## config.mk

```make
export PLATFORM = sky130hd
export DESIGN_NAME = stol_ram
export DESIGN_NICKNAME = d
export VERILOG_FILES = /design/src/sv/stol_ram.sv
export SDC_FILE = /design/constraint.sdc
export NUM_CORES = 1
export LEC_CHECK = 0
export BUFFER_PORTS_ARGS = -buffer_cell sky130_fd_sc_hd__buf_4
export CORE_MARGIN = 10
export CORE_UTILIZATION = 35
export DETAILED_ROUTE_END_ITERATION = 7
export GPL_ROUTABILITY_DRIVEN = 1
export PLACE_DENSITY = 0.5
export SKIP_LAST_GASP = 1
export SYNTH_ARGS = -nofsm -noshare
export SYNTH_HDL_FRONTEND = slang
export SYNTH_SLANG_ARGS = --single-unit
```

## constraint.sdc

```tcl
create_clock -name clk -period 2.2 [get_ports clk]
set_clock_uncertainty 0.15 [all_clocks]
set_input_delay 0.44 -clock clk [delete_from_list [all_inputs] [get_ports clk]]
set_output_delay 0.44 -clock clk [all_outputs]
set_load 0.02 [all_outputs]
```

## src/sv/stol_ram.sv

```systemverilog
// ----------------------------------------------------------------------------
// stol_ram
// Simple dual-port synchronous RAM, one write and one registered read port.
// ----------------------------------------------------------------------------
module stol_ram #(
	parameter int DATA_W = 8,
	parameter int DEPTH  = 64,
	parameter int AW     = (DEPTH > 1) ? $clog2(DEPTH) : 1
) (
	input  logic              clk,
	input  logic              wr_en,
	input  logic [AW-1:0]     wr_addr,
	input  logic [DATA_W-1:0] wr_data,
	input  logic [AW-1:0]     rd_addr,
	output logic [DATA_W-1:0] rd_data
);

	logic [DATA_W-1:0] mem [DEPTH];

	always_ff @(posedge clk) begin
		if (wr_en) begin
			mem[wr_addr] <= wr_data;
		end
	end

	always_ff @(posedge clk) begin
		rd_data <= mem[rd_addr];
	end

endmodule

```

Yosys cells after proc, flatten, opt, wreduce, memory -nomap -nowiden --
Memories as Yosys holds them, arrays and structs flattened. A register that Yosys moved wholly into a read port is not among the register bits. Index checks and enable logic that the tools add are counted.
Operators by class: bitwise gates (word level) 0, shift-type cells 0, multiplexer cells 2, reductions and logical operators 0, magnitude comparators 0, add/sub/neg operators 0, $mul 0, equal/unequal tests 0, div/mod/pow operators 0
Operators with widths (number):
- $mux W1 | 2
Word-level totals: latch bits 0, register bits 0, logic and storage cells 3, output and inout bits 8, memories kept 1, memory bits (writable) 512, input bits 22, ROM bits 0
Memory list:
- mem | depth 64, width 8, read ports 1, clocked after Yosys merged registers in 1, write ports 1, line 18 | logic [DATA_W-1:0] mem [DEPTH];

Longest topological paths before layout --
word-level depth 2, depth in mapped cells 9

Worst setup path before layout --
OpenSTA, ideal clock, no wires.
kind input -> register, start input port rd_addr[1], end register rd_data[3] (read register of mem), arrival 1980 ps, path buffers 3, stages 7, setup slack -58 ps, setup time 128 ps, cells stage by stage buf_4 -> buf_2 -> buf_2 -> mux4_2 -> mux4_2 -> o21ai_1 -> o41ai_1
RTL lines:
- start, declared | line 14 | input logic [AW-1:0] rd_addr,
- end, declared | line 15 | output logic [DATA_W-1:0] rd_data

==> metrics.txt <==
# TYPE chip_impl_metric gauge
chip_impl_info{name="status",value="finished clean"} 1
chip_impl_metric{name="vias_per_cell",unit=""} 5.15
chip_impl_metric{name="numClockSinks",unit=""} 520
chip_impl_metric{name="ys_seq_elements",unit=""} 520
chip_impl_metric{name="total_power",unit="mW"} 21.8
chip_impl_metric{name="final_critical_path_setup_slack",unit="ns"} 0.0207
chip_impl_info{name="hold_class",value="in2reg"} 1
chip_impl_info{name="crit_path_cell_trace",value="clkbuf_8 -> buf_16 -> mux4_2 -> mux4_2 -> o21ai_2 -> o41ai_1"} 1
chip_impl_metric{name="post_synthesis_net_count",unit=""} 962
chip_impl_metric{name="crit_buf_inv",unit=""} 2
chip_impl_metric{name="use_met3",unit="%"} 3.69
chip_impl_metric{name="core-area",unit="um^2"} 56700
chip_impl_metric{name="relative_contribution_of_combinational_cells_to_total_power",unit="%"} 5.8
chip_impl_metric{name="leakagePower",unit="nW"} 7.99
chip_impl_metric{name="cts_hold_buf",unit=""} 0
chip_impl_metric{name="final_util",unit="%"} 43.2
chip_impl_metric{name="gr-usage-all-layers",unit="%"} 15.0
chip_impl_info{name="mostFrequentLayoutCells",value="edfxtp_1, buf_4, mux4_2"} 1
chip_impl_metric{name="grt_use_met2",unit="%"} 23.0
chip_impl_metric{name="clk-insertion-delay-late",unit="ns"} 0.61
chip_impl_metric{name="report.final.slew_viol_count",unit=""} 0
chip_impl_metric{name="synth_edf_count",unit=""} 512
chip_impl_metric{name="n_fill_cell",unit=""} 4887
chip_impl_metric{name="floorplan.die.height",unit="um"} 260
chip_impl_metric{name="cell_count_after_placement",unit=""} 1850
chip_impl_metric{name="grt_util_met1",unit="%"} 20.9
chip_impl_metric{name="multi_input_area",unit="um^2"} 4340
chip_impl_metric{name="drt_pass1_iterations",unit=""} 5
chip_impl_metric{name="maxCapViolCount",unit=""} 0
chip_impl_metric{name="detail-route-antenna-nets",unit=""} 0
chip_impl_metric{name="synthesis.yosys.warnings",unit=""} 0
chip_impl_info{name="start_kind",value="input pin"} 1
chip_impl_metric{name="critical_path.max_fanout",unit=""} 29
chip_impl_metric{name="postSynth.asyncResetShare",unit="%"} 0
chip_impl_metric{name="first_global_vias",unit=""} 10400
chip_impl_metric{name="chipWidth",unit="um"} 260
chip_impl_metric{name="design.die.area",unit="um^2"} 67600
chip_impl_info{name="critical_path.top_delay_family",value="multiplexers"} 1
chip_impl_info{name="cts_root_buffer",value="clkbuf_16"} 1
chip_impl_info{name="crit_top_cell",value="mux4_2"} 1
chip_impl_info{name="gr-max-usage-layer",value="met2"} 1
chip_impl_metric{name="final-seq-area",unit="um^2"} 15500
chip_impl_info{name="cts_tree",value="built"} 1
chip_impl_metric{name="worst_ep_arrival_time",unit="ns"} 2.50
chip_impl_info{name="setup.worst_path.class",value="in2reg"} 1
chip_impl_info{name="synth-main-ff-cell",value="edfxtp_1"} 1
chip_impl_metric{name="worst_path_largest_cell_delay",unit="ns"} 0.55
chip_impl_metric{name="layout-drive-gt1-share",unit="%"} 36.1
chip_impl_info{name="setup.worst_path.end_class",value="flip-flop"} 1
chip_impl_metric{name="synth-seq-area-share",unit="%"} 77.0
chip_impl_metric{name="start_util",unit="%"} 35.6
chip_impl_metric{name="clock_path_buffers",unit=""} 3
chip_impl_metric{name="mappedNetlistArea",unit="um^2"} 20200
chip_impl_metric{name="layout_min_cycle_time",unit="ns"} 2.18
chip_impl_metric{name="post-cts-setup-buffer-count",unit=""} 0
chip_impl_metric{name="seq_power_share",unit="%"} 50.6
chip_impl_metric{name="hold_viol",unit=""} 0
chip_impl_info{name="leading_cell_type_in_the_layout_fill_and_taps_excluded",value="edfxtp_1"} 1
chip_impl_metric{name="grt_antenna_before_repair",unit=""} 1
chip_impl_metric{name="top_level_ports",unit=""} 30
chip_impl_info{name="grt_setup_unrepaired",value="yes"} 1
chip_impl_metric{name="insertedDiodeCount",unit=""} 0
chip_impl_metric{name="synth_cells",unit=""} 940
chip_impl_metric{name="pre_cts_ws",unit="ns"} -0.698
chip_impl_metric{name="setup_viol",unit=""} 0
chip_impl_metric{name="synthesis.area_per_instance",unit="um^2"} 21.5
chip_impl_metric{name="ir_worst_vdd",unit="mV"} 0.742
chip_impl_metric{name="total_switching_power",unit="mW"} 4.51
chip_impl_metric{name="routabilityCongestion",unit=""} 0.821
chip_impl_metric{name="via_count",unit=""} 10000
chip_impl_metric{name="swShare",unit="%"} 20.7
chip_impl_metric{name="cts_max_level",unit=""} 2
chip_impl_metric{name="rows",unit=""} 87
chip_impl_metric{name="post_synth_num_cell_types",unit=""} 40
chip_impl_metric{name="fmaxAchievable",unit="GHz"} 0.459
chip_impl_metric{name="internal_power",unit="mW"} 17.2
chip_impl_metric{name="required_time_worst_endpoint",unit="ns"} 2.52
chip_impl_metric{name="number_of_cts_inserted_buffers",unit=""} 54
chip_impl_metric{name="synthToLayoutAreaGrowth",unit="%"} 21.4
chip_impl_metric{name="clk_pin_slew",unit="ns"} 0.06
chip_impl_info{name="slowest_stage",value="mux4_2"} 1
chip_impl_metric{name="io_buffers",unit=""} 29
chip_impl_metric{name="actual_slew_at_the_worst_max_slew_pin",unit="ns"} 0.734
chip_impl_metric{name="part_of_the_total_power_dissipated_in_the_clock_network",unit="%"} 43.6
chip_impl_metric{name="drtIter0Drc",unit=""} 873
chip_impl_metric{name="post-route-period-util",unit="%"} 99.1
chip_impl_metric{name="drc",unit=""} 0
chip_impl_metric{name="grt_overflow_total",unit=""} 0
chip_impl_metric{name="fin_cells",unit=""} 1950
chip_impl_metric{name="p_per_area",unit="nW/um^2"} 888
chip_impl_metric{name="route.detailed.wl_per_inst",unit="um"} 25.7
chip_impl_metric{name="slew_headroom",unit="%"} 51.1
chip_impl_metric{name="dpl.hpwl",unit="um"} 32400
chip_impl_metric{name="finalNetCount",unit=""} 1172
chip_impl_metric{name="grt_max_degree",unit=""} 65
chip_impl_metric{name="route.final.wire_length",unit="um"} 50000
chip_impl_metric{name="grt_first_pass_wirelength",unit="um"} 73600
chip_impl_metric{name="worst_hold_slack",unit="ns"} 0.0718
-- logic make-up after synthesis --
| kind of cell | after synthesis | share of synthesized area [%] |
|---|---|---|
| simple gates | 153 | 3.39 |
| mux | 162 | 15.9 |
| compound gates | 54 | 2.07 |
| flops | 520 | 77.0 |
| buf+inv | 51 | 1.57 |
-- worst paths after layout --
| kind | from | end | slack [ns] | cells after the start |
|---|---|---|---|---|
| max | rd_addr[0] | rd_data[3] | 0.02 | 6 |
| min | wr_data[1] | mem[8][1] | 0.07 | 1 |
| max reg2reg | mem[5][7] | rd_data[7] | 0.10 | 5 |
| min reg2reg | mem[26][6] | rd_data[6] | 0.69 | 3 |
-- routing by layer --
metal | vias up | part of all wire [%]
met5 | - | 0.024
li1 | 4353 | -
met4 | 2 | 2.0
met2 | 288 | 47
met1 | 5315 | 44
met3 | 75 | 7.2
-- final cells by class --
cell class / count / share of cell area [%]
Multi-Input combinational cell: 369 / 17.7
Clock inverter: 40 / 1.84
Tap cell: 756 / 3.86
Clock buffer: 60 / 5.70
Sequential cell: 520 / 63.5
Timing Repair Buffer: 205 / 7.42
-- synth_stat cells, types with 11 or more instances --
master | n | area (um^2)
edfxtp_1 | 512 | 15400
mux4_2 | 126 | 2840
nor2_1 | 83 | 312
mux2i_1 | 23 | 230
nand2_1 | 19 | 71.3
clkbuf_1 | 17 | 63.8
nor2b_1 | 14 | 87.6
buf_4 | 13 | 97.6
mux2_2 | 13 | 146
nand3_1 | 13 | 65.1
buf_2 | 11 | 55.1
-- power by group through the flow --
stage	Sequential, mW	Clock [mW]	Combinational, mW
after floorplan	11.2	0	0.586
after global placement	11.2	0	1.27
after detailed placement	11.2	0	1.28
after CTS	11.0	9.70	1.28
after global routing	11.0	10.1	1.35
final	11.0	9.48	1.26
-- stage by stage --
stage                     cell area [um^2]  TNS (ns)
after detailed placement             22600     -4.23
after global routing                 24500   -0.0476
after global placement               22600     -4.31
final                                24500         0
after CTS                            24500         0
after floorplan                      20200         0
-- worst reg2reg max path, cell delays in order (launching register included) --
cell	delay, ns
edfxtp_1	0.35
mux4_2	0.48
mux2_2	0.32
o311ai_1	0.47
buf_12	0.17
nand2_1	0.05
-- state kept, by name, summed over array words and instances (netlist names) --
register	count
rd_data	8
mem	512
-- what timing repair did --
| action | 4_1_cts | 5_1_grt |
|---|---|---|
| endpoints found under the setup margin | 2 | 4 |
| pin swaps | 0 | 0 |
| resized for setup | 3 | 4 |
| hold endpoints to repair | 0 | 0 |
Power figures use the tool's default switching activity.
