<file path="src/sv/stol_pkg.sv">
// ----------------------------------------------------------------------------
// stol_pkg
// Shared constants, codes and types of the segment table offset lookup unit.
// ----------------------------------------------------------------------------
package stol_pkg;

	localparam int MAX_SEGMENTS = 64;

	localparam int ADDR_W  = (MAX_SEGMENTS > 1) ? $clog2(MAX_SEGMENTS) : 1;
	localparam int TOTAL_W = $clog2(MAX_SEGMENTS + 1);
	localparam int SEL_W   = 6;
	localparam int CMP_W   = (TOTAL_W > SEL_W) ? TOTAL_W : SEL_W;
	localparam int COUNT_W = 31;
	localparam int INDEX_W = 40;
	localparam int SPAN_W  = COUNT_W + 1;
	localparam int END_W   = INDEX_W + 1;
	localparam int ENTRY_W = 2 * COUNT_W;

	typedef logic [1:0] op_t;
	localparam op_t OP_APPEND      = 2'd0;
	localparam op_t OP_LOCATE_DATA = 2'd1;
	localparam op_t OP_LOCATE_COMB = 2'd2;
	localparam op_t OP_READ        = 2'd3;

	typedef logic [2:0] status_t;
	localparam status_t ST_OK     = 3'd0;
	localparam status_t ST_EMPTY  = 3'd1;
	localparam status_t ST_BEYOND = 3'd2;
	localparam status_t ST_FULL   = 3'd3;
	localparam status_t ST_BADSEL = 3'd4;

	typedef struct packed {
		logic [SEL_W-1:0]   segment_number;
		logic [COUNT_W-1:0] offset_in_segment;
		logic [COUNT_W-1:0] data_count_out;
		logic [COUNT_W-1:0] calib_count_out;
		status_t            status;
	} res_t;

endpackage

</file>
<file path="src/sv/stol_in_if.sv">
// ----------------------------------------------------------------------------
// stol_in_if
// Request channel: valid/ready handshake with one operation per transaction.
// ----------------------------------------------------------------------------
interface stol_in_if;
	import stol_pkg::*;

	logic               valid;
	logic               ready;
	op_t                operation;
	logic [COUNT_W-1:0] data_count;
	logic [COUNT_W-1:0] calib_count;
	logic [INDEX_W-1:0] global_index;
	logic [SEL_W-1:0]   segment_select;

	modport source (
		output valid, operation, data_count, calib_count, global_index, segment_select,
		input  ready
	);

	modport sink (
		input  valid, operation, data_count, calib_count, global_index, segment_select,
		output ready
	);

endinterface

</file>
<file path="src/sv/stol_ctrl.sv">
// ----------------------------------------------------------------------------
// stol_ctrl
// Operation sequencer: appends segments, walks the segment memory one entry
// per cycle for locates, and reads single entries.
// ----------------------------------------------------------------------------
module stol_ctrl (
	input  logic                     clk,
	input  logic                     arst_n,
	stol_in_if.sink                  in_ch,
	output stol_pkg::res_t           res,
	output logic                     res_valid,
	input  logic                     res_take,
	output logic                     wr_en,
	output logic [stol_pkg::ADDR_W-1:0]  wr_addr,
	output logic [stol_pkg::ENTRY_W-1:0] wr_data,
	output logic [stol_pkg::ADDR_W-1:0]  rd_addr,
	input  logic [stol_pkg::ENTRY_W-1:0] rd_data
);
	import stol_pkg::*;

	localparam logic [1:0] S_IDLE   = 2'd0;
	localparam logic [1:0] S_WALK   = 2'd1;
	localparam logic [1:0] S_RDDATA = 2'd2;
	localparam logic [1:0] S_PEND   = 2'd3;

	logic [1:0]         state_q;
	logic [TOTAL_W-1:0] total_q;
	logic [ADDR_W-1:0]  ptr_q;
	logic [INDEX_W-1:0] base_q;
	logic [INDEX_W-1:0] idx_q;
	logic               combined_q;
	res_t               res_q;

	logic               accept;
	logic               full;
	logic [COUNT_W-1:0] rd_dc;
	logic [COUNT_W-1:0] rd_cc;
	logic [SPAN_W-1:0]  span;
	logic [END_W-1:0]   seg_end;
	logic               hit;
	logic               last;
	logic [INDEX_W-1:0] offset;
	res_t               res_new;

	assign accept    = in_ch.valid && in_ch.ready;
	assign in_ch.ready = (state_q == S_IDLE);
	assign full      = (total_q == TOTAL_W'(MAX_SEGMENTS));

	assign rd_dc = rd_data[ENTRY_W-1:COUNT_W];
	assign rd_cc = rd_data[COUNT_W-1:0];

	// span of the entry that arrives from memory this cycle
	assign span    = {1'b0, rd_dc} + (combined_q ? {1'b0, rd_cc} : SPAN_W'(0));
	assign seg_end = {1'b0, base_q} + END_W'(span);
	assign hit     = ({1'b0, idx_q} < seg_end);
	assign last    = ((TOTAL_W'(ptr_q) + TOTAL_W'(1)) == total_q);
	assign offset  = idx_q - base_q;

	// appends write at the accept edge; the next walk or read starts only after the
	// sequencer has left the pending state for idle, so no write/read overlap on an entry can occur
	assign wr_en   = accept && (in_ch.operation == OP_APPEND) && !full;
	assign wr_addr = ADDR_W'(total_q);
	assign wr_data = {in_ch.data_count, in_ch.calib_count};

	always_comb begin
		if (state_q == S_IDLE) begin
			rd_addr = (in_ch.operation == OP_READ) ? ADDR_W'(in_ch.segment_select) : '0;
		end else begin
			rd_addr = ptr_q + ADDR_W'(1);
		end
	end

	assign res       = res_q;
	assign res_valid = (state_q == S_PEND);

	always_ff @(posedge clk or negedge arst_n) begin
		if (!arst_n) begin
			state_q <= S_IDLE;
			total_q <= '0;
		end else begin
			unique case (state_q)
				S_IDLE: begin
					if (accept) begin
						unique case (in_ch.operation)
							OP_APPEND: begin
								state_q <= S_PEND;
								if (!full) begin
									total_q <= total_q + TOTAL_W'(1);
								end
							end
							OP_LOCATE_DATA, OP_LOCATE_COMB: begin
								state_q <= (total_q == '0) ? S_PEND : S_WALK;
							end
							OP_READ: begin
								if (CMP_W'(in_ch.segment_select) >= CMP_W'(total_q)) begin
									state_q <= S_PEND;
								end else begin
									state_q <= S_RDDATA;
								end
							end
							default: state_q <= S_IDLE;
						endcase
					end
				end
				S_WALK: begin
					if (hit || last) begin
						state_q <= S_PEND;
					end
				end
				S_RDDATA: state_q <= S_PEND;
				S_PEND: begin
					if (res_take) begin
						state_q <= S_IDLE;
					end
				end
				default: state_q <= S_IDLE;
			endcase
		end
	end

	always_comb begin
		res_new = '0;
		unique case (state_q)
			S_IDLE: begin
				unique case (in_ch.operation)
					OP_APPEND: begin
						if (full) begin
							res_new.status = ST_FULL;
						end else begin
							res_new.segment_number = SEL_W'(total_q);
						end
					end
					OP_LOCATE_DATA, OP_LOCATE_COMB: res_new.status = ST_EMPTY;
					OP_READ:                        res_new.status = ST_BADSEL;
					default:                        res_new.status = ST_OK;
				endcase
			end
			S_WALK: begin
				if (hit) begin
					res_new.segment_number = SEL_W'(ptr_q);
					if (!combined_q) begin
						res_new.offset_in_segment = offset[COUNT_W-1:0];
					end
				end else begin
					res_new.status = ST_BEYOND;
				end
			end
			S_RDDATA: begin
				res_new.data_count_out  = rd_dc;
				res_new.calib_count_out = rd_cc;
			end
			default: res_new = res_q;
		endcase
	end

	always_ff @(posedge clk) begin
		if (state_q == S_IDLE && accept) begin
			res_q      <= res_new;
			ptr_q      <= '0;
			base_q     <= '0;
			idx_q      <= in_ch.global_index;
			combined_q <= (in_ch.operation == OP_LOCATE_COMB);
		end else if (state_q == S_WALK) begin
			res_q  <= res_new;
			ptr_q  <= ptr_q + ADDR_W'(1);
			base_q <= seg_end[INDEX_W-1:0];
		end else if (state_q == S_RDDATA) begin
			res_q <= res_new;
		end
	end

endmodule

</file>
<file path="src/flat_wrapper.sv">
// flat-port wrapper written by rule: the top's interface ports become plain ports
module stol_ctrl_flat import stol_pkg::*;
  (clk, arst_n, res, res_valid, res_take, wr_en, wr_addr, wr_data, rd_addr, rd_data, in_ch_valid, in_ch_operation, in_ch_data_count, in_ch_calib_count, in_ch_global_index, in_ch_segment_select, in_ch_ready);
  stol_in_if in_ch_i ();
  input  logic clk;
  input  logic arst_n;
  output stol_pkg::res_t res;
  output logic res_valid;
  input  logic res_take;
  output logic wr_en;
  output logic [stol_pkg::ADDR_W-1:0] wr_addr;
  output logic [stol_pkg::ENTRY_W-1:0] wr_data;
  output logic [stol_pkg::ADDR_W-1:0] rd_addr;
  input  logic [stol_pkg::ENTRY_W-1:0] rd_data;
  input wire logic [$bits(in_ch_i.valid)-1:0] in_ch_valid;
  input wire logic [$bits(in_ch_i.operation)-1:0] in_ch_operation;
  input wire logic [$bits(in_ch_i.data_count)-1:0] in_ch_data_count;
  input wire logic [$bits(in_ch_i.calib_count)-1:0] in_ch_calib_count;
  input wire logic [$bits(in_ch_i.global_index)-1:0] in_ch_global_index;
  input wire logic [$bits(in_ch_i.segment_select)-1:0] in_ch_segment_select;
  output wire logic [$bits(in_ch_i.ready)-1:0] in_ch_ready;
  assign in_ch_i.valid = in_ch_valid;
  assign in_ch_i.operation = in_ch_operation;
  assign in_ch_i.data_count = in_ch_data_count;
  assign in_ch_i.calib_count = in_ch_calib_count;
  assign in_ch_i.global_index = in_ch_global_index;
  assign in_ch_i.segment_select = in_ch_segment_select;
  assign in_ch_ready = in_ch_i.ready;
  stol_ctrl u_core (.clk(clk), .arst_n(arst_n), .in_ch(in_ch_i), .res(res), .res_valid(res_valid), .res_take(res_take), .wr_en(wr_en), .wr_addr(wr_addr), .wr_data(wr_data), .rd_addr(rd_addr), .rd_data(rd_data));
endmodule
</file>
<file path="config.mk">
export PLATFORM = sky130hd
export DESIGN_NAME = stol_ctrl_flat
export DESIGN_NICKNAME = d
export VERILOG_FILES = /design/src/sv/stol_pkg.sv /design/src/sv/stol_in_if.sv /design/src/sv/stol_ctrl.sv /design/src/flat_wrapper.sv
export SDC_FILE = /design/constraint.sdc
export NUM_CORES = 1
export LEC_CHECK = 0
export BUFFER_PORTS_ARGS = -buffer_cell sky130_fd_sc_hd__buf_2
export CORE_UTILIZATION = 45
export DETAILED_ROUTE_END_ITERATION = 8
export PLACE_DENSITY = 0.77
export SKIP_CTS_REPAIR_TIMING = 1
export SLEW_MARGIN = 40
export SYNTH_ARGS = -nofsm -noshare
export SYNTH_HDL_FRONTEND = slang
export SYNTH_SLANG_ARGS = --single-unit
</file>
<file path="constraint.sdc">
create_clock -name clk -period 15.4 [get_ports clk]
set_input_delay 3.08 -clock clk [delete_from_list [all_inputs] [get_ports clk]]
set_output_delay 3.08 -clock clk [all_outputs]
set_load 0.005 [all_outputs]
</file>
=== Word-level counts from Yosys, hierarchy flattened ===
Cells that the tools add are included.

* Add/subtract/negate cells: 6
* Order comparisons: 2
* Equality and inequality tests: 11
* Muxes and demuxes: 24
* Bitwise logic cells: 1
* Reduce and logical (&&, ||, !) cells: 15

{| class="wikitable"
|+ Operator list
! kind !! count
|-
| two-way mux 102 bit || 3
|-
| case mux 62 bit (2 select lines) || 1
|-
| two-way mux 31 bit || 2
|-
| case mux 31 bit (2 select lines) || 1
|-
| adder 40 x 32 -> 41 bit || 1
|-
| < comparator 40 x 41 -> 1 bit || 1
|-
| two-way mux 37 bit || 1
|-
| adder 31 x 32 -> 32 bit || 1
|-
| subtractor 31 bit || 1
|-
| two-way mux 6 bit || 4
|-
| case mux 3 bit (3 select lines) || 2
|-
| case mux 6 bit (3 select lines) || 1
|-
| two-way mux 2 bit || 6
|-
| equality test 2 bit (second input constant) || 4
|-
| case mux 2 bit (4 select lines) || 1
|-
| adder 6 x 1 -> 7 bit (second input constant) || 1
|-
| adder 7 x 1 -> 7 bit (second input constant) || 1
|-
| equality test 7 bit || 1
|-
| equality test 7 bit (second input constant) || 1
|-
| greater-or-equal comparator 6 x 7 -> 1 bit || 1
|-
| zero test 7 bit || 1
|-
| adder 6 x 1 -> 6 bit (second input constant) || 1
|-
| case mux 2 bit (3 select lines) || 1
|-
| OR reduction 2 bit || 3
|-
| 12 further kinds || 18
|}

* Flip-flop bits (word level): 198
* Bits of input ports: 176
* Word-level logic and storage cells: 70

=== Longest topological paths before layout ===
* Depth after elaboration: 9
* Depth in mapped cells: 35
* Gate-level depth less buffers: 32

=== Least setup slack after synthesis ===
Ideal clock, no wire load.

* Path type: input to register
* Start point: input port rd_data[0] in the netlist's numbering
* End point: register u_core.res_q, in the netlist u_core.res[89] (data pin)
* Library setup time: 135 ps
* Arrival time: 8775 ps
* Data required time: 15265 ps
* Slack: 6490 ps
* Stages on the path: 34
* Path through: and2_1 -> ha_1 -> fa_1 -> a21oi_1 -> nand4b_1 -> a2111oi_0 -> or2_2 -> a21o_1 -> a21oi_1 -> o21bai_1 -> a21oi_1 -> xnor2_1 -> ha_1 -> a21oi_1 -> o21bai_1 -> a21o_1 -> nor2b_1 -> a21oi_1 -> a31oi_2 -> o31ai_2 -> a21oi_1 -> xnor2_1 -> ha_1 -> a21o_1 -> a21o_1 -> a21o_1 -> a211oi_1 -> o21bai_1 -> a211oi_2 -> a211o_1 -> buf_6 -> nand2_4 -> buf_8 -> nor2_2

* Longest elaborated chain between the ends: 9

{| class="wikitable"
|+ RTL lines
! item !! RTL line !! RTL
|-
| start, declared || flat_wrapper.sv:14 || <nowiki>input logic [stol_pkg::ENTRY_W-1:0] rd_data;</nowiki>
|-
| two-way mux 31 bit * || stol_ctrl.sv:53 || <nowiki>assign span = {1'b0, rd_dc} + (combined_q ? {1'b0, rd_cc} : SPAN_W'(0));</nowiki>
|-
| adder 31 x 32 -> 32 bit * || stol_ctrl.sv:53 ||
|-
| adder 40 x 32 -> 41 bit * || stol_ctrl.sv:54 || <nowiki>assign seg_end = {1'b0, base_q} + END_W'(span);</nowiki>
|-
| < comparator 40 x 41 -> 1 bit * || stol_ctrl.sv:55 || <nowiki>assign hit = ({1'b0, idx_q} < seg_end);</nowiki>
|-
| two-way mux 37 bit * || stol_ctrl.sv:139 || <nowiki>if (hit) begin</nowiki>
|-
| case mux 31 bit (2 select lines) * || stol_ctrl.sv:123 || <nowiki>unique case (state_q)</nowiki>
|-
| two-way mux 102 bit || stol_ctrl.sv:167 || <nowiki>end else if (state_q == S_RDDATA) begin</nowiki>
|-
| two-way mux 102 bit || stol_ctrl.sv:163 || <nowiki>end else if (state_q == S_WALK) begin</nowiki>
|-
| two-way mux 102 bit * || stol_ctrl.sv:157 || <nowiki>if (state_q == S_IDLE && accept) begin</nowiki>
|-
| end signal, assigned || stol_ctrl.sv:158 || <nowiki>res_q <= res_new;</nowiki>
|-
| end signal, assigned || stol_ctrl.sv:164 || <nowiki>res_q <= res_new;</nowiki>
|-
| end signal, assigned || stol_ctrl.sv:168 || <nowiki>res_q <= res_new;</nowiki>
|-
| end, declared || stol_ctrl.sv:32 || <nowiki>res_t res_q;</nowiki>
|}

Mark *: on every way between the ends. The rest lies on a longest branch, timed or not. The select of a mux whose other input is x is not followed.
A chain may end at the register's enable or synchronous reset.

=== Worst setup path in the final report ===
* Start point: input port rd_data[0] in the netlist's numbering
* End point: register u_core.res_q, in the netlist u_core.res[68] (data pin)

The elaborated chain is that of the path after synthesis.

==> metrics <==
TritonCTS clock tree=yes; Syn Area/Cell=9.88 sq um; clk sinks=198; Setup TNS=0 ns; startpoint type of the worst setup path=input port; die span in y=181 um; ANT cells=0; Final Skew=0.0133 ns; maximum vdd ir drop=0.100 mV; upper clock frequency limit=0.103 GHz; GRT overflow=0; Port Buffers=230; ys flop type=edfxtp_1; final max-slew violation count=0; initial antenna violation count=0; Worst path max stage delay=0.41 ns; Yosys warning count=0; die area=0.0327 sq mm; DIE WIDTH=181 um; vias in the first global route=11033; Post-Syn Area=0.0144 sq mm; Setup-failing EPs final=0; Setup CP Type=input port to flip-flop; DR pass1 iterations=5; largest net degree at the start of global routing=74; number of synthesized flops with an enable pin=143; root buf cell=clkbuf_16; outcome=completed; max_slew headroom=0.512; Num CTS Buffers=17; Final Hold Violating Endpoints=0; DR iter-0 viols=670; share of post-route cells with drive strength above 1=0.197; pwr dens=224 mW/mm^2; period utilisation layout=0.632; first-pass GRT wire length=53.1 mm; Remaining DRCs=0; hpwl dp=26.1 mm; P_leak=7.12 nW; Gate Count Post-Synth=1457; Clk pin slew, worst setup/hold paths=0.08 ns; DP Worst Slack=5.26 ns; setup ws final=5.67 ns; Rows=65; Clock Path Buffers=2; I/O pins=355; min cycle time layout=9.73 ns; highest-delay cell along the critical path=fa_1; Req. time, crit path=15.67 ns; wire per inst=16.6 um; Routability Congestion=0.948; Least-Margin Pin Slew=0.731 ns; Filler cells=2889; syn_nets=1787; Post-synth ARST share=0.0455; Synth Register Bits=198; final WL=33.5 mm; H-tree depth=4; synthesis-to-finish area growth=11.2%; Skew-Pair Late Insertion Delay=0.45 ns; core area=0.0316 sq mm; all-layer global routing usage=0.202; Starting Density=0.456; synth unique cells=87; sequential share of the synthesized area=0.378; vias per cell=5.55; HP Class=flip-flop to flip-flop; antenna viol nets, final=0; RSZ-0062 raised after global routing=no; Crit. End Element=flip-flop; via count=11182; CP most frequent cell=a21oi_1; NumNets Final=1929; worst-path fanout max=28; Max Cap Viol=0; crit path DAT=10.00 ns; Hold Worst Slack=0.488 ns
==> cells in the mapped netlist (6+ instances only) <==
cell / count / area share
and3_1: 13 / 0.0056
o21a_1: 12 / 0.0063
dfxtp_1: 46 / 0.064
a21o_1: 63 / 0.033
o21ai_1: 10 / 0.0035
a211oi_1: 12 / 0.0063
nor3_1: 29 / 0.010
edfxtp_1: 143 / 0.30
ha_1: 151 / 0.13
xnor2_1: 62 / 0.038
inv_1: 79 / 0.021
dfrtp_1: 9 / 0.016
nand2b_1: 22 / 0.0096
nand3_1: 40 / 0.014
buf_4: 69 / 0.036
nor2b_1: 10 / 0.0043
o211ai_1: 9 / 0.0047
and2_1: 111 / 0.048
o21bai_1: 12 / 0.0063
mux2i_1: 26 / 0.018
nand2_1: 77 / 0.020
a31oi_1: 9 / 0.0039
nor2_4: 7 / 0.0055
or3_1: 10 / 0.0043
clkbuf_1: 34 / 0.0089
nor2_1: 63 / 0.016
o21ai_0: 47 / 0.016
a21oi_1: 97 / 0.034
o22ai_1: 8 / 0.0035
nand4_1: 17 / 0.0074
a211o_1: 6 / 0.0036
xor2_1: 39 / 0.024
==> where the power goes <==
group / internal, mW / total [mW] / switching [mW]
combinational: 0.900 / 2.14 / 1.24
clock: 0.217 / 0.450 / 0.232
sequential: 0.886 / 1.00 / 0.114
total: 2.00 / 3.59 / 1.59
==> path summary, 6_finish.rpt <==
kind / startpoint / endpoint / slack (ns) / depth (start not counted)
hold reg to reg: u_core.base_q[39] / u_core.base_q[39] / 0.49 / 2
max in group asynchronous: arst_n / u_core.state_q[1] / 12.74 / 1
setup reg to reg: u_core.combined_q / u_core.res[68] / 7.65 / 33
min in group asynchronous: arst_n / u_core.total_q[1] / 2.48 / 1
setup / recovery: rd_data[0] / u_core.res[68] / 5.67 / 33
hold / removal: u_core.base_q[39] / u_core.base_q[39] / 0.49 / 2
==> final cells by class <==
cell class / count / area [sq um] / share of cell area
multi-input cells: 1067 / 7960 / 0.497
flip-flops and latches: 198 / 5440 / 0.340
repair buffers: 236 / 1230 / 0.0767
well taps: 402 / 503 / 0.0314
clock buffers: 17 / 425 / 0.0266
inverters: 79 / 297 / 0.0185
clock inverters: 15 / 155 / 0.00969
==> cells in the final DEF (no fill, tap or decap), drive strengths merged, types with 22 or more instances in the layout <==
master / instances
buf: 236
nand2b: 22
nor2: 73
xnor2: 62
edfxtp: 143
xor2: 39
nand3: 40
and2: 111
a21o: 63
nand2: 78
mux2i: 26
ha: 151
nor3: 29
inv: 88
dfxtp: 46
a21oi: 98
o21ai: 58
==> flip-flops by register name (all words and copies together) (netlist names) <==
signal	cells
u_core.base_q	40
u_core.ptr_q	6
u_core.combined_q	1
u_core.total_q	7
u_core.state_q	2
u_core.res	102
u_core.idx_q	40
==> metrics by stage <==
| step | area [sq um] | power (mW) | util | std cells |
|---|---|---|---|---|
| floorplan | 14400 | 2.60 | - | 1457 |
| global placement | 15400 | 3.06 | 0.487 | 1980 |
| detailed placement | 15400 | 3.15 | 0.489 | 1981 |
| CTS | 16000 | 3.61 | 0.507 | 2013 |
| global route | 16000 | 3.89 | 0.507 | 2014 |
| finish | 16000 | 3.59 | 0.507 | 2014 |
==> cell families after synthesis <==
family / after synthesis / synth area share
simple gates: 434 / 0.165
mux: 29 / 0.0204
compound gates: 349 / 0.170
fa+ha+maj: 154 / 0.135
flops: 198 / 0.378
buf+inv: 192 / 0.0703
xor+xnor: 101 / 0.0614
==> critical path: cells and delay by family <==
kind / cells / cell delay [ns]
and+or+nand+nor: 5 / 1.15
buffers and inverters: 1 / 0.10
xor gates and xnor gates: 2 / 0.25
AOI/OAI and AO/OA: 21 / 4.25
adders and majority gates: 4 / 1.14
==> layer usage <==
| layer | part of all wire | vias up | track usage |
|---|---|---|---|
| met5 | 0 | - | 0 |
| met4 | 0.031 | 0 | 0.0810 |
| met3 | 0.043 | 85 | 0.0363 |
| met2 | 0.52 | 293 | 0.374 |
| met1 | 0.40 | 5326 | 0.227 |
| li1 | - | 5478 | - |
(Power assumes the default switching activity.)
